[config.mk]
export PLATFORM = sky130hd
export DESIGN_NAME = rom_image_order_and_boot_classifier_unit
export DESIGN_NICKNAME = d
export VERILOG_FILES = /design/src/design/ribc_pkg.sv /design/src/design/rom_image_order_and_boot_classifier_unit.sv
export SDC_FILE = /design/constraint.sdc
export NUM_CORES = 1
export LEC_CHECK = 0
export BUFFER_PORTS_ARGS = -buffer_cell sky130_fd_sc_hd__buf_2
export CORE_ASPECT_RATIO = 1.4
export CORE_MARGIN = 5
export CORE_UTILIZATION = 51
export CTS_CLUSTER_SIZE = 8
export DETAILED_ROUTE_END_ITERATION = 8
export GPL_ROUTABILITY_DRIVEN = 0
export GPL_TIMING_DRIVEN = 0
export HOLD_SLACK_MARGIN = 0.03
export PLACE_DENSITY = 0.71
export SLEW_MARGIN = 40
export SYNTH_ARGS = -nofsm -noshare
export SYNTH_HDL_FRONTEND = slang
export SYNTH_SLANG_ARGS = --single-unit
[constraint.sdc]
create_clock -name clk -period 14.6 [get_ports clk]
set_clock_uncertainty 0.2 [all_clocks]
set_input_delay 2.92 -clock clk [delete_from_list [all_inputs] [get_ports clk]]
set_output_delay 2.92 -clock clk [all_outputs]
set_load 0.01 [all_outputs]
[src/design/ribc_pkg.sv]
// ----------------------------------------------------------------------------
// ribc_pkg
// Types, codes and helper functions for the ROM image order and boot
// classifier: request/result structs, magic words, boot CRC signatures.
// ----------------------------------------------------------------------------
package ribc_pkg;

	localparam int COUNT_BITS_DEF = 24;
	localparam int SIZE_BITS      = 24;

	// Word indexes inside the image
	localparam int PAL_WORD   = 'h3E / 4;
	localparam int CRC_FIRST  = 'h40 / 4;
	localparam int CRC_LAST   = 'h9FF / 4;
	localparam int MIN_WORDS  = 'h1000 / 4;

	localparam logic [31:0] MAGIC_BIG  = 32'h8037_1240;
	localparam logic [31:0] MAGIC_HALF = 32'h3780_4012;
	localparam logic [31:0] MAGIC_LE   = 32'h4012_3780;

	localparam logic [31:0] CRC_INIT = 32'hFFFF_FFFF;
	localparam logic [31:0] CRC_POLY = 32'hEDB8_8320;

	localparam logic [31:0] SIG_X101 = 32'h1deb_51a9;
	localparam logic [31:0] SIG_X102 = 32'hc08e_5bd6;
	localparam logic [31:0] SIG_X103 = 32'h03b8_376a;
	localparam logic [31:0] SIG_X105 = 32'hcf7f_41dc;
	localparam logic [31:0] SIG_X106 = 32'hd105_9c6a;

	localparam logic [1:0] ST_OK        = 2'd0;
	localparam logic [1:0] ST_SMALL     = 2'd1;
	localparam logic [1:0] ST_BAD_MAGIC = 2'd2;

	localparam logic [1:0] ORD_BIG  = 2'd0;
	localparam logic [1:0] ORD_HALF = 2'd1;
	localparam logic [1:0] ORD_LE   = 2'd2;

	localparam logic [2:0] CLS_X101 = 3'd0;
	localparam logic [2:0] CLS_X102 = 3'd1;
	localparam logic [2:0] CLS_X103 = 3'd2;
	localparam logic [2:0] CLS_X105 = 3'd3;
	localparam logic [2:0] CLS_X106 = 3'd4;

	typedef struct packed {
		logic [31:0] word_in;
		logic        last_in;
	} in_t;

	typedef struct packed {
		logic [31:0]          word_out;
		logic                 last_out;
		logic [1:0]           status;
		logic [1:0]           byte_order;
		logic                 pal_region;
		logic [2:0]           boot_chip_class;
		logic [31:0]          boot_crc;
		logic [SIZE_BITS-1:0] size_words;
	} out_t;

	function automatic logic [31:0] normalize(input logic [31:0] w, input logic [1:0] order);
		logic [31:0] r;
		unique case (order)
			ORD_HALF: r = {w[23:16], w[31:24], w[7:0], w[15:8]};
			ORD_LE:   r = {w[7:0], w[15:8], w[23:16], w[31:24]};
			default:  r = w;
		endcase
		return r;
	endfunction

	function automatic logic is_pal_letter(input logic [7:0] c);
		logic r;
		unique case (c)
			"D", "F", "H", "I", "L", "P", "S", "U", "W", "X", "Y": r = 1'b1;
			default: r = 1'b0;
		endcase
		return r;
	endfunction

	// Reflected CRC-32 over one byte
	function automatic logic [31:0] crc_byte(input logic [31:0] c, input logic [7:0] b);
		logic [31:0] r;
		r = c ^ {24'd0, b};
		for (int k = 0; k < 8; k++) begin
			r = r[0] ? ((r >> 1) ^ CRC_POLY) : (r >> 1);
		end
		return r;
	endfunction

	function automatic logic [31:0] crc_word(input logic [31:0] c, input logic [31:0] w);
		logic [31:0] r;
		r = crc_byte(c, w[31:24]);
		r = crc_byte(r, w[23:16]);
		r = crc_byte(r, w[15:8]);
		r = crc_byte(r, w[7:0]);
		return r;
	endfunction

	function automatic logic [2:0] classify(input logic [31:0] crc);
		logic [2:0] r;
		unique case (crc)
			SIG_X101: r = CLS_X101;
			SIG_X102: r = CLS_X102;
			SIG_X103: r = CLS_X103;
			SIG_X105: r = CLS_X105;
			SIG_X106: r = CLS_X106;
			default:  r = CLS_X102;
		endcase
		return r;
	endfunction

endpackage

[src/design/rom_image_order_and_boot_classifier_unit.sv]
// Pipeline: a request is held in the input register, and its result is
//   presented from the result register.
// Throughput: one word per cycle unless result_stall holds the pipeline; the CRC-32
//   word step and the byte swap complete between the input and result registers.
// Reset: arst_n clears the pipeline valids and all image state (order, magic,
//   word count, CRC to all ones, PAL flag); the state also restarts after the last word.
// ----------------------------------------------------------------------------
// rom_image_order_and_boot_classifier_unit
// Normalizes a cartridge image stream with a known magic word to big-endian,
// tracks the header region and boot CRC, and reports a verdict on the last word.
// ----------------------------------------------------------------------------
module rom_image_order_and_boot_classifier_unit #(
	parameter int COUNT_BITS = ribc_pkg::COUNT_BITS_DEF
) (
	input  logic           clk,
	input  logic           arst_n,
	input  logic           image_valid,
	output logic           image_stall,
	input  ribc_pkg::in_t  image,
	output logic           result_valid,
	input  logic           result_stall,
	output ribc_pkg::out_t result
);
	import ribc_pkg::*;

	localparam logic [COUNT_BITS-1:0] CNT_MAX   = '1;
	localparam logic [COUNT_BITS-1:0] CNT_PAL   = COUNT_BITS'(PAL_WORD);
	localparam logic [COUNT_BITS-1:0] CNT_FIRST = COUNT_BITS'(CRC_FIRST);
	localparam logic [COUNT_BITS-1:0] CNT_LAST  = COUNT_BITS'(CRC_LAST);
	localparam logic [COUNT_BITS-1:0] CNT_MIN   = COUNT_BITS'(MIN_WORDS);

	logic            valid_s1;
	in_t             item_s1;
	logic            valid_s2;
	out_t            result_s2;

	logic [1:0]            order_q;
	logic                  magic_q;
	logic [COUNT_BITS-1:0] count_q;
	logic [31:0]           crc_q;
	logic                  pal_q;

	logic                  advance;
	logic                  load_s1;
	logic                  first;
	logic                  sat;
	logic [1:0]            order_n;
	logic                  magic_n;
	logic [31:0]           norm;
	logic                  pal_n;
	logic [31:0]           crc_n;
	logic [COUNT_BITS-1:0] count_n;
	logic [31:0]           count_wide;
	logic [31:0]           crc_final;
	out_t                  res_c;

	assign advance      = !valid_s2 || !result_stall;
	assign load_s1      = !valid_s1 || advance;
	assign image_stall  = valid_s1 && !advance;
	assign result_valid = valid_s2;
	assign result       = result_s2;

	always_comb begin
		first = (count_q == '0);
		sat   = (count_q == CNT_MAX);

		order_n = order_q;
		magic_n = magic_q;
		if (first) begin
			priority if (item_s1.word_in == MAGIC_BIG) begin
				order_n = ORD_BIG;
				magic_n = 1'b1;
			end else if (item_s1.word_in == MAGIC_HALF) begin
				order_n = ORD_HALF;
				magic_n = 1'b1;
			end else if (item_s1.word_in == MAGIC_LE) begin
				order_n = ORD_LE;
				magic_n = 1'b1;
			end else begin
				order_n = ORD_BIG;
				magic_n = 1'b0;
			end
		end

		norm = magic_n ? normalize(item_s1.word_in, order_n) : item_s1.word_in;

		pal_n   = pal_q;
		crc_n   = crc_q;
		count_n = count_q;
		if (!sat) begin
			if (count_q == CNT_PAL) begin
				pal_n = is_pal_letter(norm[15:8]);
			end
			if (count_q >= CNT_FIRST && count_q <= CNT_LAST) begin
				crc_n = crc_word(crc_q, norm);
			end
			count_n = count_q + 1'b1;
		end

		count_wide = 32'(count_n);
		crc_final  = ~crc_n;

		res_c          = '0;
		res_c.word_out = norm;
		res_c.last_out = item_s1.last_in;
		if (item_s1.last_in) begin
			priority if (count_n < CNT_MIN) begin
				res_c.status = ST_SMALL;
			end else if (!magic_n) begin
				res_c.status = ST_BAD_MAGIC;
			end else begin
				res_c.status = ST_OK;
			end
			if (res_c.status == ST_OK) begin
				res_c.byte_order      = order_n;
				res_c.pal_region      = pal_n;
				res_c.boot_chip_class = classify(crc_final);
				res_c.boot_crc        = crc_final;
			end
			res_c.size_words = count_wide[SIZE_BITS-1:0];
		end
	end

	always_ff @(posedge clk or negedge arst_n) begin
		if (!arst_n) begin
			valid_s1 <= 1'b0;
		end else if (load_s1) begin
			valid_s1 <= image_valid;
		end
	end

	always_ff @(posedge clk) begin
		if (load_s1 && image_valid) begin
			item_s1 <= image;
		end
	end

	always_ff @(posedge clk or negedge arst_n) begin
		if (!arst_n) begin
			valid_s2 <= 1'b0;
		end else if (advance) begin
			valid_s2 <= valid_s1;
		end
	end

	always_ff @(posedge clk) begin
		if (advance && valid_s1) begin
			result_s2 <= res_c;
		end
	end

	// Image state: update per word, restart after the last one
	always_ff @(posedge clk or negedge arst_n) begin
		if (!arst_n) begin
			order_q <= ORD_BIG;
			magic_q <= 1'b0;
			count_q <= '0;
			crc_q   <= CRC_INIT;
			pal_q   <= 1'b0;
		end else if (advance && valid_s1) begin
			if (item_s1.last_in) begin
				order_q <= ORD_BIG;
				magic_q <= 1'b0;
				count_q <= '0;
				crc_q   <= CRC_INIT;
				pal_q   <= 1'b0;
			end else begin
				order_q <= order_n;
				magic_q <= magic_n;
				count_q <= count_n;
				crc_q   <= crc_n;
				pal_q   <= pal_n;
			end
		end
	end

	a_restart_after_last: assert property (@(posedge clk) disable iff (!arst_n)
		(advance && valid_s1 && item_s1.last_in) |=> (count_q == '0 && crc_q == CRC_INIT))
		else $error("image state not restarted after last word");

	a_quiet_fields: assert property (@(posedge clk) disable iff (!arst_n)
		(result_valid && !result.last_out) |->
		(result.status == ST_OK && result.boot_crc == '0 && result.size_words == '0))
		else $error("verdict fields set on a non-last word");

	a_failed_verdict: assert property (@(posedge clk) disable iff (!arst_n)
		(result_valid && result.last_out && result.status != ST_OK) |->
		(result.byte_order == ORD_BIG && result.boot_crc == '0 && !result.pal_region))
		else $error("detail fields set on a failed verdict");

	a_stall_needs_item: assert property (@(posedge clk) disable iff (!arst_n)
		image_stall |-> (valid_s1 && valid_s2 && result_stall))
		else $error("request stalled with room in the pipeline");

	a_count_steps: assert property (@(posedge clk) disable iff (!arst_n)
		(advance && valid_s1 && !item_s1.last_in && count_q != CNT_MAX) |=>
		(count_q == $past(count_q) + 1'b1))
		else $error("word count did not advance");

endmodule
# After elaboration in Yosys (flattened, before gate mapping)

Cells that the tools add are included.

Add/subtract/negate cells: 1
Order comparisons: 3
Equal/unequal tests: 22
Muxes and demuxes: 57
Bitwise gates (word level): 37
Reductions and logical operators: 14

Operators with widths:

| operator              | count |
|---|---|
| $mux 32               | 36 |
| $not 13->14           | 32 |
| $xor 32x8->32         | 4 |
| $eq 32x32->1 const B  | 3 |
| $eq 8x7->1 const B    | 11 |
| $pmux 32 s2           | 1 |
| $mux 24               | 2 |
| $eq 32x26->1 const B  | 1 |
| $eq 32x29->1 const B  | 1 |
| $eq 32x30->1 const B  | 1 |
| $eq 32x31->1 const B  | 1 |
| $not 32->32           | 1 |
| $add 24x1->24 const B | 1 |
| $eq 24x24->1 const B  | 1 |
| $eq 24x4->1 const B   | 1 |
| $ge 24x5->1 const B   | 1 |
| $le 24x10->1 const B  | 1 |
| $logic_not 24->1      | 1 |
| $lt 24x11->1 const B  | 1 |
| $mux 2                | 8 |
| $pmux 3 s4            | 1 |
| $reduce_or 11->1      | 1 |
| $mux 1                | 9 |
| $logic_and 1x1->1     | 4 |
| other kinds (6)       | 10 |

Register bits after elaboration: 192
Bits of input ports: 37
Output and inout bits: 99
Word-level logic and storage cells: 151

# Depth between registers and ports, before layout

Word-level depth: 81
Gate-level depth with buffers: 30
Gate-level depth less buffers: 24

# Worst setup path before layout

No wires, ideal clock.

Path type: reg-to-reg
Start: register count_q[10]
End: register result_s2, in the netlist result[56], data pin
Setup time: 265 ps
Arrival: 7773 ps
Required time: 14135 ps
Slack: 6362 ps
Stages on the path, launching flop included: 26
Buffers on the path: 4
Period minus slack after synthesis: 8238 ps
Cell sequence: dfrtp_1 clkbuf_1 nor4_1 nand4_1 or3_1 clkbuf_1 clkbuf_1 clkbuf_1 a21oi_1 ha_1 nor4b_1 or4b_2 a21oi_1 a311oi_2 xnor2_2 xnor3_2 xnor3_1 xor3_1 xnor2_1 xnor3_1 xnor3_1 nand2_1 nand2_1 a211o_1 nor4_2 nor4_1

Longest elaborated chain between the ends: 59
Elaborated cells between the ends (all ways): 95
Classes of those cells: 1 x add/sub; 3 x order compare; 7 x eq/ne; 43 x mux; 37 x bitwise; 4 x reduce/logical

Ends and longest elaborated chain:

| what                                                | line                                            | RTL |
|---|---|---|
| from (decl)                                         | rom_image_order_and_boot_classifier_unit.sv:39  | `logic [COUNT_BITS-1:0] count_q;` |
| from (signal assigned)                              | rom_image_order_and_boot_classifier_unit.sv:170 | `count_q <= count_n;` |
| $logic_not 24->1                                    | rom_image_order_and_boot_classifier_unit.sv:64  | `first = (count_q == '0);` |
| $mux 2                                              | rom_image_order_and_boot_classifier_unit.sv:69  | `if (first) begin` |
| $eq 2x2->1 or $eq 2x1->1 (tied branches)            | ribc_pkg.sv:62                                  | `unique case (order)` |
| $pmux 32 s2                                         | ribc_pkg.sv:62                                  |  |
| $mux 32                                             | rom_image_order_and_boot_classifier_unit.sv:85  | `norm = magic_n ? normalize(item_s1.word_in, order_n) : item_s1.word_in;` |
| $xor 32x8->32                                       | ribc_pkg.sv:82                                  | `r = c ^ {24'd0, b};` |
| $mux 32 or $not 13->14 (tied branches)              | --                                              |  |
| $not 13->14 (no line) or $mux 32 (tied branches)    | --                                              |  |
| [... 39 more ...]                                   | --                                              |  |
| $not 13->14 (no line) or $mux 32 (tied branches)    | --                                              |  |
| $mux 32 or $not 13->14 (tied branches) (5 in a row) | --                                              |  |
| $mux 32                                             | ribc_pkg.sv:84                                  | `r = r[0] ? ((r >> 1) ^ CRC_POLY) : (r >> 1);` |
| $mux 32                                             | rom_image_order_and_boot_classifier_unit.sv:94  | `if (count_q >= CNT_FIRST && count_q <= CNT_LAST) begin` |
| $mux 32                                             | rom_image_order_and_boot_classifier_unit.sv:90  | `if (!sat) begin` |
| $not 32->32                                         | rom_image_order_and_boot_classifier_unit.sv:101 | `crc_final = ~crc_n;` |
| $eq 32x32->1, or another cell as far along          | ribc_pkg.sv:100                                 | `unique case (crc)` |
| $pmux 3 s4                                          | ribc_pkg.sv:100                                 |  |
| to (signal assigned)                                | rom_image_order_and_boot_classifier_unit.sv:148 | `result_s2 <= res_c;` |
| to (decl)                                           | rom_image_order_and_boot_classifier_unit.sv:35  | `out_t result_s2;` |

Several ways; a longest one is shown, not always the timed one. The select of a mux whose other input is x is not followed.
A chain may end at the register's enable or synchronous reset.

# Worst setup path in the final report

Start: register count_q[16]
End: register result_s2, in the netlist result[56], data pin

Same word-level chain as after synthesis.

==> results.sh <==
export IMPL_status="finished, final reports clean"
export IMPL_period_minus_slack_ns=10.49
export IMPL_num_io_pins=136
export IMPL_max_stage_delay_ns=0.70
export IMPL_grt_antenna_before_repair=0
export IMPL_wire_per_inst_um=23.28
export IMPL_dieArea_sq_um=29610
export IMPL_setup_tns_ns=0
export IMPL_critPathRequiredTime_ns=14.58
export IMPL_synthTopCellsByArea="edfxtp_1, xnor3_1, xnor2_1, dfstp_2, dfrtp_1"
export IMPL_cts_tree="yes"
export IMPL_synth_cell_area_sq_um=13380
export IMPL_ctsHoldBuffers=0
export IMPL_drv_cap=0
export IMPL_area_growth_pct=13.38
export IMPL_synthFlopType="edfxtp_1"
export IMPL_dieHeight_um=201.6
export IMPL_async_flop_share_pct=32.29
export IMPL_clk_pin_slew_ns=0.08
export IMPL_ctsHtreeMaxLevel=4
export IMPL_crit_path_start_kind="flip-flop"
export IMPL_synthDominantAreaCellType="edfxtp_1"
export IMPL_core_area_sq_um=26010
export IMPL_final_max_slew_viol_count=0
export IMPL_fmax_ghz=0.09534
export IMPL_grt_start_max_net_pins=37
export IMPL_routed_wl_um=39440
export IMPL_synth_cell_type_count=89
export IMPL_cts_buffers=17
export IMPL_die_width_um=146.9
export IMPL_syn_num_nets=1240
export IMPL_grt_overflow=0
export IMPL_critical_path_class="reg -> reg"
export IMPL_clk_path_buf_depth=2
export IMPL_pre_cts_ws_ns=4.028
export IMPL_vias_per_cell=6.119
export IMPL_slew_limit_headroom_pct=40.98
export IMPL_synth_edf_count=130
export IMPL_drc_errors=0
export IMPL_synth_warnings=0
export IMPL_start_util_pct=51.42
export IMPL_finalNonFillerCells=1694
export IMPL_ys_ff_latch=192
export IMPL_cts_sinks=192
export IMPL_grt_pass1_vias=10130
export IMPL_critPathSlowestCell="o21ai_0"
export IMPL_cts_root_buf="clkbuf_16"
export IMPL_cts_setup_buffers=0
export IMPL_dp_cells=1662
export IMPL_num_rows=70
export IMPL_drive_above_1_share_pct=19.42
export IMPL_critPathArrivalTime_ns=10.46
export IMPL_drtAntennaViolNets=0
export IMPL_dp_hpwl_um=30190
export IMPL_yosysTopAreaCellShare_pct=29.18
export IMPL_clock_latency_ns=0.45
export IMPL_path_common_cell="clkbuf_1"
export IMPL_crit_path_max_fanout=10
export IMPL_hold_viol=0
export IMPL_antenna_diode_count=0
export IMPL_setup_viol_count_final=0
export IMPL_drt_pass1_iterations=6
export IMPL_fin_ws_ns=4.111
export IMPL_vias=10370
export IMPL_syn_avg_cell_area_sq_um=11.16
export IMPL_nets=1398
export IMPL_hp_class="reg -> reg"
export IMPL_period_share_pct=71.84
export IMPL_tightest_slew_ns=0.8761
export IMPL_rsz0062_at_grt="no"
export IMPL_synth_seq_area_share_pct=41.08
export IMPL_critPathCaptureType="flip-flop"
export IMPL_drtIter0Drc=1032
export IMPL_grt_usage_pct=26.32
export IMPL_grt_pass1_wl_um=59420
export IMPL_port_buffers=135
export IMPL_syn_inst=1199
export IMPL_cts_resized_gates=0
-- registers in the layout (all words and copies together) (netlist names) --
name	count
count_q	24
crc_q	32
item_s1	33
magic_q	1
order_q	2
pal_q	1
result	97
result_valid	1
valid_s1	1
-- layout by cell type (no fill, tap or decap), types with 9 or more instances in the layout --
cell / netlist / layout
a21oi_1: 56 / 56
a22o_1: 10 / 10
a22oi_1: 25 / 25
and2_1: 24 / 23
and4_1: 10 / 10
buf_2: 1 / 135
clkbuf_1: 52 / 51
clkbuf_16: 0 / 17
dfrtp_1: 30 / 30
dfstp_2: 32 / 32
edfxtp_1: 130 / 130
inv_1: 29 / 29
mux2i_1: 22 / 22
nand2_1: 83 / 83
nand2b_1: 15 / 15
nand3_1: 21 / 21
nand4_1: 10 / 10
nor2_1: 129 / 129
nor2b_1: 10 / 10
nor3_1: 27 / 25
nor4_1: 14 / 13
o21ai_0: 53 / 53
o22a_1: 14 / 14
xnor2_1: 119 / 119
xnor2_2: 9 / 9
xnor3_1: 62 / 62
xor2_1: 39 / 38
xor3_1: 15 / 15
-- layout make-up --
class                           count  area (sq um)
Tap cell                          324         405.4
Clock buffer                       17         425.4
Timing Repair Buffer              139         765.7
Sequential cell                   192          5495
Fill cell                        2148         10850
Inverter                           29         108.9
Clock inverter                     15         143.9
Buffer                             63         257.7
Multi-Input combinational cell    915          7565
-- routing by layer --
metal | global-route usage, % | up-vias | part of all wire (%)
met3 | 3.469 | 134 | 6.6
met5 | 0 | - | 0
met4 | 11.90 | 0 | 5.4
li1 | - | 4685 | -
met1 | 30.51 | 5024 | 36
met2 | 48.05 | 523 | 52
-- worst paths after layout --
| kind | endpoint | slack, ns | from | depth (start not counted) |
|---|---|---|---|---|
| setup / recovery | result[56] | 4.11 | count_q[16] | 26 |
| hold / removal | order_q[1] | 0.29 | order_q[1] | 2 |
| setup reg to reg | result[56] | 4.11 | count_q[16] | 26 |
| hold reg to reg | order_q[1] | 0.29 | order_q[1] | 2 |
| max in group asynchronous | crc_q[27] | 11.41 | arst_n | 2 |
| min in group asynchronous | count_q[9] | 2.19 | arst_n | 1 |
-- synthesized netlist by cell type (all sizes together) (17+ instances only) --
| library cell | count |
|---|---|
| and2 | 25 |
| mux2i | 22 |
| xnor3 | 66 |
| o21ai | 53 |
| nor2 | 130 |
| nand2 | 83 |
| a22oi | 25 |
| xor3 | 17 |
| xor2 | 45 |
| nor3 | 29 |
| inv | 29 |
| xnor2 | 130 |
| nor4 | 17 |
| nand3 | 21 |
| dfrtp | 30 |
| a21oi | 57 |
| dfstp | 32 |
| edfxtp | 130 |
| clkbuf | 53 |
-- critical path, delay by kind of cell (launching register included) --
| family | cells | cell delay [ns] |
|---|---|---|
| and+or+nand+nor | 10 | 3.62 |
| xor gates and xnor gates | 6 | 2.36 |
| buffers and inverters | 5 | 1.29 |
| DFF | 1 | 0.36 |
| adders and majority gates | 1 | 0.34 |
| AOI/OAI and AO/OA | 3 | 1.41 |
| muxes | 1 | 0.65 |
-- stage by stage --
step | cell area (sq um) | utilization, % | hold slack [ns]
4_1_cts | 15160 | 58.28 | 0.2967
2_1_floorplan | 13380 | - | 0.2244
5_1_grt | 15170 | 58.31 | 0.3185
3_3_place_gp | 14460 | 55.58 | 0.2641
6_report | 15170 | 58.31 | 0.2931
3_5_place_dp | 14590 | 56.09 | 0.2793
-- logic make-up after synthesis --
logic type / synth area share [%]
simple gates: 14.91
xor+xnor: 26.85
compound gates: 12.17
flops: 41.08
buf+inv: 2.712
mux: 1.899
fa+ha+maj: 0.3742
Power is not shown: default switching activity piles up to over one toggle a cycle in this logic, so the estimate is an artifact.
